$ cat config.mk
export PLATFORM = sky130hd
export DESIGN_NAME = audio_silence_skip_fade_out_unit
export DESIGN_NICKNAME = d
export VERILOG_FILES = /design/src/asfo_pkg.sv /design/src/asfo_dp.sv /design/src/asfo_ctrl.sv /design/src/audio_silence_skip_fade_out_unit.sv
export SDC_FILE = /design/constraint.sdc
export NUM_CORES = 2
export LEC_CHECK = 0
export BUFFER_PORTS_ARGS = -buffer_cell sky130_fd_sc_hd__buf_4
export CORE_MARGIN = 5
export CORE_UTILIZATION = 42
export DETAILED_ROUTE_END_ITERATION = 10
export GPL_TIMING_DRIVEN = 0
export HOLD_SLACK_MARGIN = 0.08
export PLACE_DENSITY_LB_ADDON = 0.08
export SETUP_SLACK_MARGIN = 0.2
export SLEW_MARGIN = 0
export SYNTH_ARGS = -nofsm -noshare
export SYNTH_HDL_FRONTEND = slang
export SYNTH_HIERARCHICAL = 1
export SYNTH_SLANG_ARGS = --single-unit
$ cat constraint.sdc
create_clock -name clk -period 8.3 [get_ports clk]
set_input_delay 1.245 -clock clk [delete_from_list [all_inputs] [get_ports clk]]
set_output_delay 1.245 -clock clk [all_outputs]
set_load 0.01 [all_outputs]
$ cat src/asfo_pkg.sv
// Package for the silence trim / fade-out unit: register map, reset values,
// and the command and status structs between controller and datapath.
// No dependencies.
`timescale 1ns / 1ps
`default_nettype none

package asfo_pkg;

  localparam int CFG_IDX_W = 3;
  localparam int CFG_DATA_W = 24;
  localparam int CNT_W = 24;
  localparam int POS_W = 25;

  localparam logic [CFG_IDX_W-1:0] CFG_SONG_LEN = 3'd0;
  localparam logic [CFG_IDX_W-1:0] CFG_FADE_LEN = 3'd1;
  localparam logic [CFG_IDX_W-1:0] CFG_FADE_EN  = 3'd2;
  localparam logic [CFG_IDX_W-1:0] CFG_SUPPRESS = 3'd3;
  localparam logic [CFG_IDX_W-1:0] CFG_SKIP_MAX = 3'd4;

  localparam logic [CNT_W-1:0] SONG_LEN_RST = 24'd4086460;
  localparam logic [CNT_W-1:0] FADE_LEN_RST = 24'd240380;
  localparam logic [CNT_W-1:0] SKIP_MAX_RST = 24'd120190;

  typedef enum logic [1:0] {
    OSEL_ZERO,
    OSEL_PASS,
    OSEL_SCALED
  } out_sel_t;

  typedef struct packed {
    logic     load_in;
    logic     sil_inc;
    logic     pos_inc;
    logic     gain_load;
    logic     mul_start;
    logic     div_step;
    logic     out_load;
    out_sel_t out_sel;
    logic     out_last;
  } ctrl_cmd_t;

  typedef struct packed {
    logic silent;
    logic sil_ge;
    logic sil_next_ge;
    logic fade_en;
    logic suppress;
    logic pos_ge_end;
    logic in_fade;
    logic pos_is_last;
    logic div_last;
  } dp_status_t;

endpackage

`default_nettype wire

$ cat src/asfo_dp.sv
// Datapath: config registers, silence and frame counters, two-lane gain
// multiply and restoring divide, output register. Depends on asfo_pkg.
`timescale 1ns / 1ps
`default_nettype none

module asfo_dp #(
  parameter int SAMPLE_BITS = 16
) (
  input  wire logic                                  clk,
  input  wire logic                                  rst_n,
  input  wire logic [((2*SAMPLE_BITS+7)/8)*8-1:0]    in_tdata,
  input  wire logic                                  cfg_wr_en,
  input  wire logic [asfo_pkg::CFG_IDX_W-1:0]        cfg_index,
  input  wire logic [asfo_pkg::CFG_DATA_W-1:0]       cfg_data,
  input  wire asfo_pkg::ctrl_cmd_t                   cmd,
  output asfo_pkg::dp_status_t                       st,
  output logic [((2*SAMPLE_BITS+7)/8)*8-1:0]         out_tdata,
  output logic                                       out_tlast
);
  import asfo_pkg::*;

  localparam int S  = SAMPLE_BITS;
  localparam int DW = ((2*SAMPLE_BITS+7)/8)*8;
  localparam int PW = SAMPLE_BITS + CNT_W;
  localparam int CW = $clog2(SAMPLE_BITS);

  logic [CNT_W-1:0] song_r, fade_r, skip_r;
  logic             fade_en_r, suppress_r;
  logic [CNT_W-1:0] sil_r;
  logic [POS_W-1:0] pos_r;

  logic [S-1:0]     smp_r [2];
  logic [CNT_W-1:0] g_r;
  logic [CNT_W-1:0] rem_r [2];
  logic [S-1:0]     lo_r  [2];
  logic [CW-1:0]    cnt_r;
  logic [S-1:0]     out_l_r, out_r_r;
  logic             out_last_r;

  logic [CNT_W-1:0] sil_sat;
  logic [POS_W-1:0] end_w;
  logic [POS_W-1:0] g_w;
  logic [S-1:0]     mag    [2];
  logic [PW-1:0]    prod   [2];
  logic [CNT_W:0]   trial  [2];
  logic [CNT_W:0]   diff   [2];
  logic             ge     [2];
  logic [S-1:0]     scaled [2];

  always_comb begin
    sil_sat = (sil_r == '1) ? sil_r : sil_r + 1'b1;
    end_w   = {1'b0, song_r} + {1'b0, fade_r};
    g_w     = end_w - pos_r;
    for (int i = 0; i < 2; i++) begin
      mag[i]    = smp_r[i][S-1] ? (~smp_r[i] + S'(1)) : smp_r[i];
      prod[i]   = PW'(mag[i]) * PW'(g_r);
      trial[i]  = {rem_r[i], lo_r[i][S-1]};
      diff[i]   = trial[i] - {1'b0, fade_r};
      ge[i]     = (trial[i] >= {1'b0, fade_r});
      scaled[i] = smp_r[i][S-1] ? (~lo_r[i] + S'(1)) : lo_r[i];
    end
  end

  assign st.silent      = (smp_r[0] == '0) && (smp_r[1] == '0);
  assign st.sil_ge      = (sil_r >= skip_r);
  assign st.sil_next_ge = (sil_sat >= skip_r);
  assign st.fade_en     = fade_en_r;
  assign st.suppress    = suppress_r;
  assign st.pos_ge_end  = (pos_r >= end_w);
  assign st.in_fade     = (pos_r > {1'b0, song_r}) && (fade_r != '0);
  assign st.pos_is_last = (pos_r == end_w - 1'b1);
  assign st.div_last    = (cnt_r == '0);

  always_ff @(posedge clk) begin
    if (!rst_n) begin
      song_r     <= SONG_LEN_RST;
      fade_r     <= FADE_LEN_RST;
      skip_r     <= SKIP_MAX_RST;
      fade_en_r  <= 1'b1;
      suppress_r <= 1'b1;
      sil_r      <= '0;
      pos_r      <= '0;
    end else begin
      if (cfg_wr_en) begin
        case (cfg_index)
          CFG_SONG_LEN: song_r     <= cfg_data;
          CFG_FADE_LEN: fade_r     <= cfg_data;
          CFG_FADE_EN:  fade_en_r  <= cfg_data[0];
          CFG_SUPPRESS: suppress_r <= cfg_data[0];
          CFG_SKIP_MAX: skip_r     <= cfg_data;
          default: ;
        endcase
      end
      if (cmd.sil_inc) sil_r <= sil_sat;
      if (cmd.pos_inc) pos_r <= pos_r + 1'b1;
    end
  end

  always_ff @(posedge clk) begin
    if (cmd.load_in) begin
      smp_r[0] <= in_tdata[S-1:0];
      smp_r[1] <= in_tdata[2*S-1:S];
    end
    // gain is at most fade length inside the ramp
    if (cmd.gain_load) g_r <= g_w[CNT_W-1:0];
    if (cmd.mul_start) begin
      for (int i = 0; i < 2; i++) begin
        rem_r[i] <= prod[i][PW-1:S];
        lo_r[i]  <= prod[i][S-1:0];
      end
      cnt_r <= CW'(S - 1);
    end else if (cmd.div_step) begin
      for (int i = 0; i < 2; i++) begin
        rem_r[i] <= ge[i] ? diff[i][CNT_W-1:0] : trial[i][CNT_W-1:0];
        lo_r[i]  <= {lo_r[i][S-2:0], ge[i]};
      end
      cnt_r <= cnt_r - 1'b1;
    end
    if (cmd.out_load) begin
      out_last_r <= cmd.out_last;
      case (cmd.out_sel)
        OSEL_PASS: begin
          out_l_r <= smp_r[0];
          out_r_r <= smp_r[1];
        end
        OSEL_SCALED: begin
          out_l_r <= scaled[0];
          out_r_r <= scaled[1];
        end
        default: begin
          out_l_r <= '0;
          out_r_r <= '0;
        end
      endcase
    end
  end

  assign out_tdata = DW'({out_r_r, out_l_r});
  assign out_tlast = out_last_r;

endmodule

`default_nettype wire

$ cat src/asfo_ctrl.sv
// Controller: sequencing of one frame at a time, playback phase and
// output-valid tracking. Depends on asfo_pkg.
`timescale 1ns / 1ps
`default_nettype none

module asfo_ctrl (
  input  wire logic                 clk,
  input  wire logic                 rst_n,
  input  wire logic                 in_tvalid,
  output logic                      in_tready,
  output logic                      out_tvalid,
  input  wire logic                 out_tready,
  input  wire asfo_pkg::dp_status_t st,
  output asfo_pkg::ctrl_cmd_t       cmd
);
  import asfo_pkg::*;

  typedef enum logic [2:0] {
    ST_IDLE,
    ST_DECIDE,
    ST_MUL,
    ST_DIV,
    ST_PUSH
  } state_t;

  typedef enum logic [1:0] {
    PH_SKIP,
    PH_PLAY,
    PH_DONE
  } phase_t;

  state_t   state_r, state_nxt;
  phase_t   phase_r, phase_nxt;
  logic     out_valid_r, out_valid_nxt;
  logic     last_r, last_nxt;
  out_sel_t sel_r, sel_nxt;
  logic     play;

  always_comb begin
    cmd           = '0;
    cmd.out_sel   = sel_r;
    cmd.out_last  = last_r;
    state_nxt     = state_r;
    phase_nxt     = phase_r;
    last_nxt      = last_r;
    sel_nxt       = sel_r;
    out_valid_nxt = out_valid_r && !out_tready;
    play          = 1'b0;
    case (state_r)
      ST_IDLE: begin
        if (in_tvalid) begin
          cmd.load_in = 1'b1;
          state_nxt   = ST_DECIDE;
        end
      end
      ST_DECIDE: begin
        state_nxt = ST_IDLE;
        if (phase_r == PH_SKIP && st.suppress) begin
          if (st.sil_ge || (st.silent && st.sil_next_ge)) begin
            // silence timeout: zero frame marked last
            cmd.sil_inc = st.silent && !st.sil_ge;
            phase_nxt   = PH_DONE;
            sel_nxt     = OSEL_ZERO;
            last_nxt    = 1'b1;
            state_nxt   = ST_PUSH;
          end else if (st.silent) begin
            cmd.sil_inc = 1'b1;
          end else begin
            play = 1'b1;
          end
        end else if (phase_r == PH_SKIP || phase_r == PH_PLAY) begin
          play = 1'b1;
        end
        if (play) begin
          cmd.pos_inc = 1'b1;
          phase_nxt   = PH_PLAY;
          sel_nxt     = OSEL_PASS;
          last_nxt    = 1'b0;
          state_nxt   = ST_PUSH;
          if (st.fade_en) begin
            if (st.pos_ge_end) begin
              phase_nxt = PH_DONE;
              state_nxt = ST_IDLE;
            end else begin
              if (st.pos_is_last) begin
                last_nxt  = 1'b1;
                phase_nxt = PH_DONE;
              end
              if (st.in_fade) begin
                cmd.gain_load = 1'b1;
                sel_nxt       = OSEL_SCALED;
                state_nxt     = ST_MUL;
              end
            end
          end
        end
      end
      ST_MUL: begin
        cmd.mul_start = 1'b1;
        state_nxt     = ST_DIV;
      end
      ST_DIV: begin
        cmd.div_step = 1'b1;
        if (st.div_last) state_nxt = ST_PUSH;
      end
      ST_PUSH: begin
        if (!out_valid_r || out_tready) begin
          cmd.out_load  = 1'b1;
          out_valid_nxt = 1'b1;
          state_nxt     = ST_IDLE;
        end
      end
      default: state_nxt = ST_IDLE;
    endcase
  end

  always_ff @(posedge clk) begin
    if (!rst_n) begin
      state_r     <= ST_IDLE;
      phase_r     <= PH_SKIP;
      out_valid_r <= 1'b0;
      last_r      <= 1'b0;
      sel_r       <= OSEL_ZERO;
    end else begin
      state_r     <= state_nxt;
      phase_r     <= phase_nxt;
      out_valid_r <= out_valid_nxt;
      last_r      <= last_nxt;
      sel_r       <= sel_nxt;
    end
  end

  assign in_tready  = (state_r == ST_IDLE);
  assign out_tvalid = out_valid_r;

endmodule

`default_nettype wire

$ cat src/audio_silence_skip_fade_out_unit.sv
// Leading-silence trim and linear fade-out for a stereo stream.
// Frames at full gain pass straight to the output register; frames in the fade are first
// scaled by a gain multiply and a restoring divide, where the restoring divider lanes
// retire one quotient bit per cycle. Dropped frames never reach the output.
// A finished frame waits in the output register while the next frame is taken in.
// Reset: synchronous, active low; state and config return to defaults, no clearing pass.
`timescale 1ns / 1ps
`default_nettype none

module audio_silence_skip_fade_out_unit #(
  parameter int SAMPLE_BITS = 16
) (
  input  wire logic                               clk,
  input  wire logic                               rst_n,
  input  wire logic                               in_tvalid,
  output logic                                    in_tready,
  // in_left, in_right, zero pad
  input  wire logic [((2*SAMPLE_BITS+7)/8)*8-1:0] in_tdata,
  output logic                                    out_tvalid,
  input  wire logic                               out_tready,
  // out_left, out_right, zero pad
  output logic [((2*SAMPLE_BITS+7)/8)*8-1:0]      out_tdata,
  output logic                                    out_tlast,
  input  wire logic                               cfg_wr_en,
  input  wire logic [asfo_pkg::CFG_IDX_W-1:0]     cfg_index,
  input  wire logic [asfo_pkg::CFG_DATA_W-1:0]    cfg_data
);
  import asfo_pkg::*;

  ctrl_cmd_t  cmd;
  dp_status_t st;

  asfo_ctrl u_ctrl (
    .clk        (clk),
    .rst_n      (rst_n),
    .in_tvalid  (in_tvalid),
    .in_tready  (in_tready),
    .out_tvalid (out_tvalid),
    .out_tready (out_tready),
    .st         (st),
    .cmd        (cmd)
  );

  asfo_dp #(
    .SAMPLE_BITS (SAMPLE_BITS)
  ) u_dp (
    .clk       (clk),
    .rst_n     (rst_n),
    .in_tdata  (in_tdata),
    .cfg_wr_en (cfg_wr_en),
    .cfg_index (cfg_index),
    .cfg_data  (cfg_data),
    .cmd       (cmd),
    .st        (st),
    .out_tdata (out_tdata),
    .out_tlast (out_tlast)
  );

endmodule

`default_nettype wire

**After elaboration in Yosys (flattened, before gate mapping)**

Memory sizes are Yosys's and may differ from the RTL's.
Cells that the tools add are included.

- Memories kept: 3
- Output and inout bits: 35
- Register bits: 193
- Input port bits: 64
- Word-level logic and storage cells: 161
- RAM bits: 112

Memories:

| memory | words | width | read ports | clocked after Yosys merged registers in | wr ports | line | source |
|---|---|---|---|---|---|---|---|
| u_dp.rem_r | 2 | 24 | 2 | 0 | 2 | asfo_dp.sv:34 | `logic [CNT_W-1:0] rem_r [2];` |
| u_dp.lo_r | 2 | 16 | 2 | 0 | 2 | asfo_dp.sv:35 | `logic [S-1:0] lo_r [2];` |
| u_dp.smp_r | 2 | 16 | 2 | 0 | 2 | asfo_dp.sv:32 | `logic [S-1:0] smp_r [2];` |

- Bitwise gates (word level): 8
- Muxes and demuxes: 69
- Equality and inequality tests: 16
- $mul: 2
- Magnitude comparators: 6
- Reduce and logical (&&, ||, !) cells: 28
- Add/sub/neg operators: 12

Operator list:

| cell | count |
|---|---|
| $mux W24 | 5 |
| $mux W16 | 6 |
| $mul A16 B24 Y40 | 2 |
| $sub A24 B24 Y24 | 3 |
| $add A16 B1 Y16 const B | 4 |
| $not A16 Y16 | 4 |
| $pmux W16 S2 | 2 |
| $ge A25 B24 Y1 | 2 |
| $ge A24 B24 Y1 | 2 |
| $logic_not A16 Y1 | 2 |
| $mux W1 | 32 |
| $mux W3 | 10 |
| $mux W2 | 13 |
| $add A24 B24 Y25 | 1 |
| $add A25 B1 Y25 const B | 1 |
| $eq A25 B25 Y1 | 1 |
| $ge A25 B25 Y1 | 1 |
| $gt A25 B24 Y1 | 1 |
| $sub A25 B1 Y25 const B | 1 |
| $add A24 B1 Y24 const B | 1 |
| $eq A24 B24 Y1 const B | 1 |
| $reduce_bool A24 Y1 | 1 |
| $pmux W3 S5 | 1 |
| $eq A3 B2 Y1 const B | 4 |
| 17 further kinds | 40 |

**Longest topological paths before layout**

- Word-level depth: 10
- Depth in mapped cells: 35

**Modules after synthesis**

The synthesis kept the hierarchy.

By module, submodules not included:

| module | cells each | times used | area each (um^2) | seq. area each (um^2) |
|---|---|---|---|---|
| asfo_dp | 5262 | 1 | 45695.1 | 7617.3 |
| asfo_ctrl | 65 | 1 | 554.3 | 180.2 |

**Worst setup path before layout**

No wires, ideal clock.

- Path kind: flip-flop to flip-flop
- Start point: memory u_dp/smp_r[0][3] (netlist bit)
- End point: memory u_dp.rem_r[0][21] (data pin)
- Buffers on the path: 1
- Slack: 0.223 ns
- Cell stages (with the launch flop): 29
- Clock period less this slack: 8.077 ns
- Data arrival time: 7.805 ns
- Required time: 8.028 ns
- Cell sequence: edfxtp_1 nor4_1 nand3_1 o31ai_1 xnor2_1 clkbuf_1 nand2_1 fa_1 inv_1 fa_1 fa_1 fa_1 fa_1 inv_1 fa_1 inv_1 ha_1 a21o_1 a21o_1 a21o_1 a2111o_1 a21oi_1 o21bai_1 a21oi_1 nor4b_1 o21a_1 o21ai_0 a21oi_1 or4_1

RTL lines:

| element | line |
|---|---|
| from (decl) | asfo_dp.sv:32 |
| to (decl) | asfo_dp.sv:34 |

==> flow_results.org <==
** Run status
- Outcome :: finished, violations left
- The final reports fail on setup timing.

** Cells and area
- At the end of the flow, the number of nets in the layout was 6748.
- Leaving out fill and tap cells, the most frequent cell in the layout is inv_1.
- Layout fillers :: 10565
- Fraction of final layout cells sized beyond drive strength 1 :: 0.1283
- Area Overhead vs Synth :: 17.12%
- Design area :: between 0.05 and 0.06 mm2
- Area taken by flip-flops and latches :: 0.007797 mm2
- Total area of multi-input combinational cells :: 0.03605 mm2
- The library cells used most frequently in the layout, excluding fill and tap cells, are inv_1 (913), nand2_1 (788), fa_1 (590), ha_1 (396), and2_1 (305).
- Utilization after layout :: 0.4962

** Timing
- Setup repair after global routing could not meet its margin everywhere.
- Final-report max-slew violation count :: 0
- In this run the tightest slew margin relative to its limit is 0.01551.
- For the pin with the worst max-slew slack, the measured transition is 1.477 ns.
- Tmin final :: approximately 8.4 ns
- The tightest hold path in the finished design has a slack of 0.4627 ns.
- Setup slack on the critical path of the routed design comes to -0.05260 ns.
- Dividing the final minimum period by the clock period gives 1.006.
- Clock skew on the completed layout was measured at 0.03725 ns.
- Setup violation total in the final timing report :: 3
- Hold violation total from the final report :: 0
- Peak Freq :: 119.7 MHz

** Synthesis
- Seq/Total Area, Yosys :: 0.1686
- Number of distinct standard cells referenced by the synthesized netlist :: roughly 100
- Post-synthesis cell count :: 5327
- For this run, asynchronously set or reset flops after synthesis account for 0.
- Library cell occupying the most area in the post-synthesis netlist :: fa_1
- For this run, the number of Yosys warnings is 6.
- Seq cells post-synth :: 305
- Of the post-synthesis cell area, the dominant cell type holds 0.2666.
- Total nets after synthesis :: between 6000 and 7000
- Number of synthesized flops with an enable pin :: ~170
- Prevailing post-synth register cell :: edfxtp_1
- The cell area that synthesis handed to floorplanning was 0.04625 mm2.
- After synthesis, the mean cell area works out to between 8 and 9 um2.
- Sorting the synthesized cells by area gives the leading types as fa_1 (27%), ha_1 (12%), edfxtp_1 (11%), inv_1 (7.5%), nand2_1 (6.5%).

** Run
- Maximum Capacitance Violations :: 0

** Routing
- The routed design has 166800 um of wire.
- # DRC :: 0
- In the final routed layout, each cell accounts on average for 23.32 um.
- In this run the remaining antenna-violating nets after routing total 0.
- After detailed routing, the number of vias per cell comes to 5.401.
- In this run, the number of DRC markers left after iteration 0 of detailed routing was 3008.
- Before antenna repair, the detailed router went through 5 iterations.
- Overall via count from detail_route :: 38627

** Clocking
- # clock sinks :: 305
- In this run, CTS created clock tree buffers numbering 41.
- CTS Root Cell :: clkbuf_16
- Counting along the longest clock path gives a buffer depth of 3.
- The H-tree was split into 2 levels.
- TritonCTS built the clock tree.
- Clock latency on the worst-skew pair, taken at its later pin, is between 0.6 and 0.7 ns.
- Clock slew at reported path FFs :: ~0.06 ns
- After clock tree synthesis, the flow added hold-fix buffers numbering 0.

** Critical path
- The most numerous cell type found on the critical path is fa_1.
- By startpoint and endpoint, the worst setup path is classified as flip-flop to flip-flop.
- Required time of the critical path :: 8.58 ns
- Highest net fanout along the worst path :: 10
- STA classifies the critical path startpoint as a flip-flop.
- Slowest cell on crit path :: or4_4
- Arr. time, crit path :: 8.64 ns
- The worst setup path is captured at a flip-flop.
- CP peak stage delay :: 0.57 ns

** Floorplanning
- Die footprint :: 0.1169 mm2
- The floorplan has between 100 and 150 rows.
- After floorplanning, the core was sized to cover 0.1092 mm2.
- From bottom edge to top edge, the die measures ~340 um.
- The die is ~340 um wide.
- The initial utilization of the core area, before any placement, comes to 0.4237.
- During I/O placement, the number of pins put on the boundary was 99.

** Placed design
- The HPWL after detailed placement is 134800 um.
- In this run the tool buffered the top-level ports with 98 buffer cells.
- In this run the cell area measured after placement is ~0.049 mm2.
- RD Place Congestion :: roughly 0.95

** GRT
- Wire length of the first global-routing pass :: 249200 um
- Pin count of the biggest net entering global routing :: 43
- Total congestion overflow :: 0
- Global-route usage over all layers :: 0.2840
- Vias in the first global route :: 38896
- Number of antenna violations at the first check in global routing :: 7

** Worst hold path
- Hold/Removal Path Class :: flip-flop to flip-flop
## cells by family (layout without fill, tap and decap cells)
family | after synthesis | after routing | share of synthesized area
flip-flops | 305 | 305 | 0.1686
AO/OA/AOI/OAI | 833 | 833 | 0.1198
adder cells (fa/ha/maj) | 1042 | 1042 | 0.3819
AND/OR/NAND/NOR | 1678 | 1678 | 0.1757
XOR/XNOR | 282 | 282 | 0.05405
other | 0 | 3 | 0
buffers and inverters | 1169 | 1515 | 0.09593
multiplexers | 18 | 18 | 0.004085
## synth_stat cells, drive strengths merged (46+ instances only)
library cell / count
fa: 616
nor3: 52
clkbuf: 220
nor2: 168
o21ai: 161
a21o: 109
a21boi: 56
o211ai: 57
a21oi: 203
inv: 928
edfxtp: 169
xor2: 64
ha: 426
nand3: 68
xnor2: 218
and2: 314
dfxtp: 136
nand2: 801
nand2b: 46
## what timing repair did
action                                  CTS  global route
pin swaps                               122           148
endpoints found under the hold margin     0             0
gates resized for setup                 402           150
setup buffers                           122            49
endpoints found under the setup margin   59            38
## worst paths after layout
check / from / end / slack (ns) / cells after the start
max: u_dp/smp_r[0][21] / u_dp/rem_r[0][45] / -0.05 / 32
min: u_dp/skip_r[17] / u_dp/skip_r[17] / 0.46 / 2
max reg2reg: u_dp/smp_r[0][21] / u_dp/rem_r[0][45] / -0.05 / 32
min reg2reg: u_dp/skip_r[17] / u_dp/skip_r[17] / 0.46 / 2
## flip-flops by register name, summed over array words and instances, names as in the netlist, 2 cells and up
signal          flops
u_dp/g_r           24
u_dp/out_l_r       16
u_dp/smp_r         32
u_dp/cnt_r          4
u_dp/fade_r        24
u_dp/skip_r        24
u_dp/rem_r         48
u_dp/out_r_r       16
u_ctrl/sel_r        2
u_ctrl/phase_r      2
u_dp/lo_r          32
u_dp/sil_r         24
u_dp/pos_r         25
u_ctrl/state_r      3
u_dp/song_r        24
## cell type report
| class | count | area share |
|---|---|---|
| Multi-Input combinational cell | 3853 | 0.6656 |
| Clock inverter | 19 | 0.004227 |
| Antenna cell | 3 | 0.0001386 |
| Inverter | 928 | 0.06435 |
| Buffer | 240 | 0.02587 |
| Sequential cell | 305 | 0.1440 |
| Clock buffer | 55 | 0.02104 |
| Tap cell | 1476 | 0.03409 |
| Timing Repair Buffer | 273 | 0.04075 |
## stage by stage
step                setup TNS [ns]  setup slack (ns)  instances
floorplan                        0            0.2228       5327
global placement            -91.94            -3.081       6901
detailed placement          -91.58            -3.081       6905
CTS                        -0.4929           -0.1592       7100
global route                -2.169           -0.2717       7149
finish                     -0.1277          -0.05260       7152
## routing by layer
layer  wire length (um)  vias up  GRT usage  part of all wire
li1                   -    17746          -                 -
met1              73840    19348     0.3990              0.44
met2              73200     1247     0.4407              0.44
met3              12550      280    0.05319             0.075
met4               7166        6    0.09928             0.043
met5                 38        -          0           0.00023
## worst max-delay path: cells and delay by family (launching register included)
family	cells	cell delay, ns
adder cells (fa/ha/maj)	7	3.29
AO/OA/AOI/OAI	11	1.69
AND/OR/NAND/NOR	4	1.22
buffers and inverters	8	1.04
flip-flops	1	0.40
XOR/XNOR	2	0.37
Power is left out: the tool's default activity adds up to more than one toggle a clock period on the data nets, which glitch-free logic cannot reach.
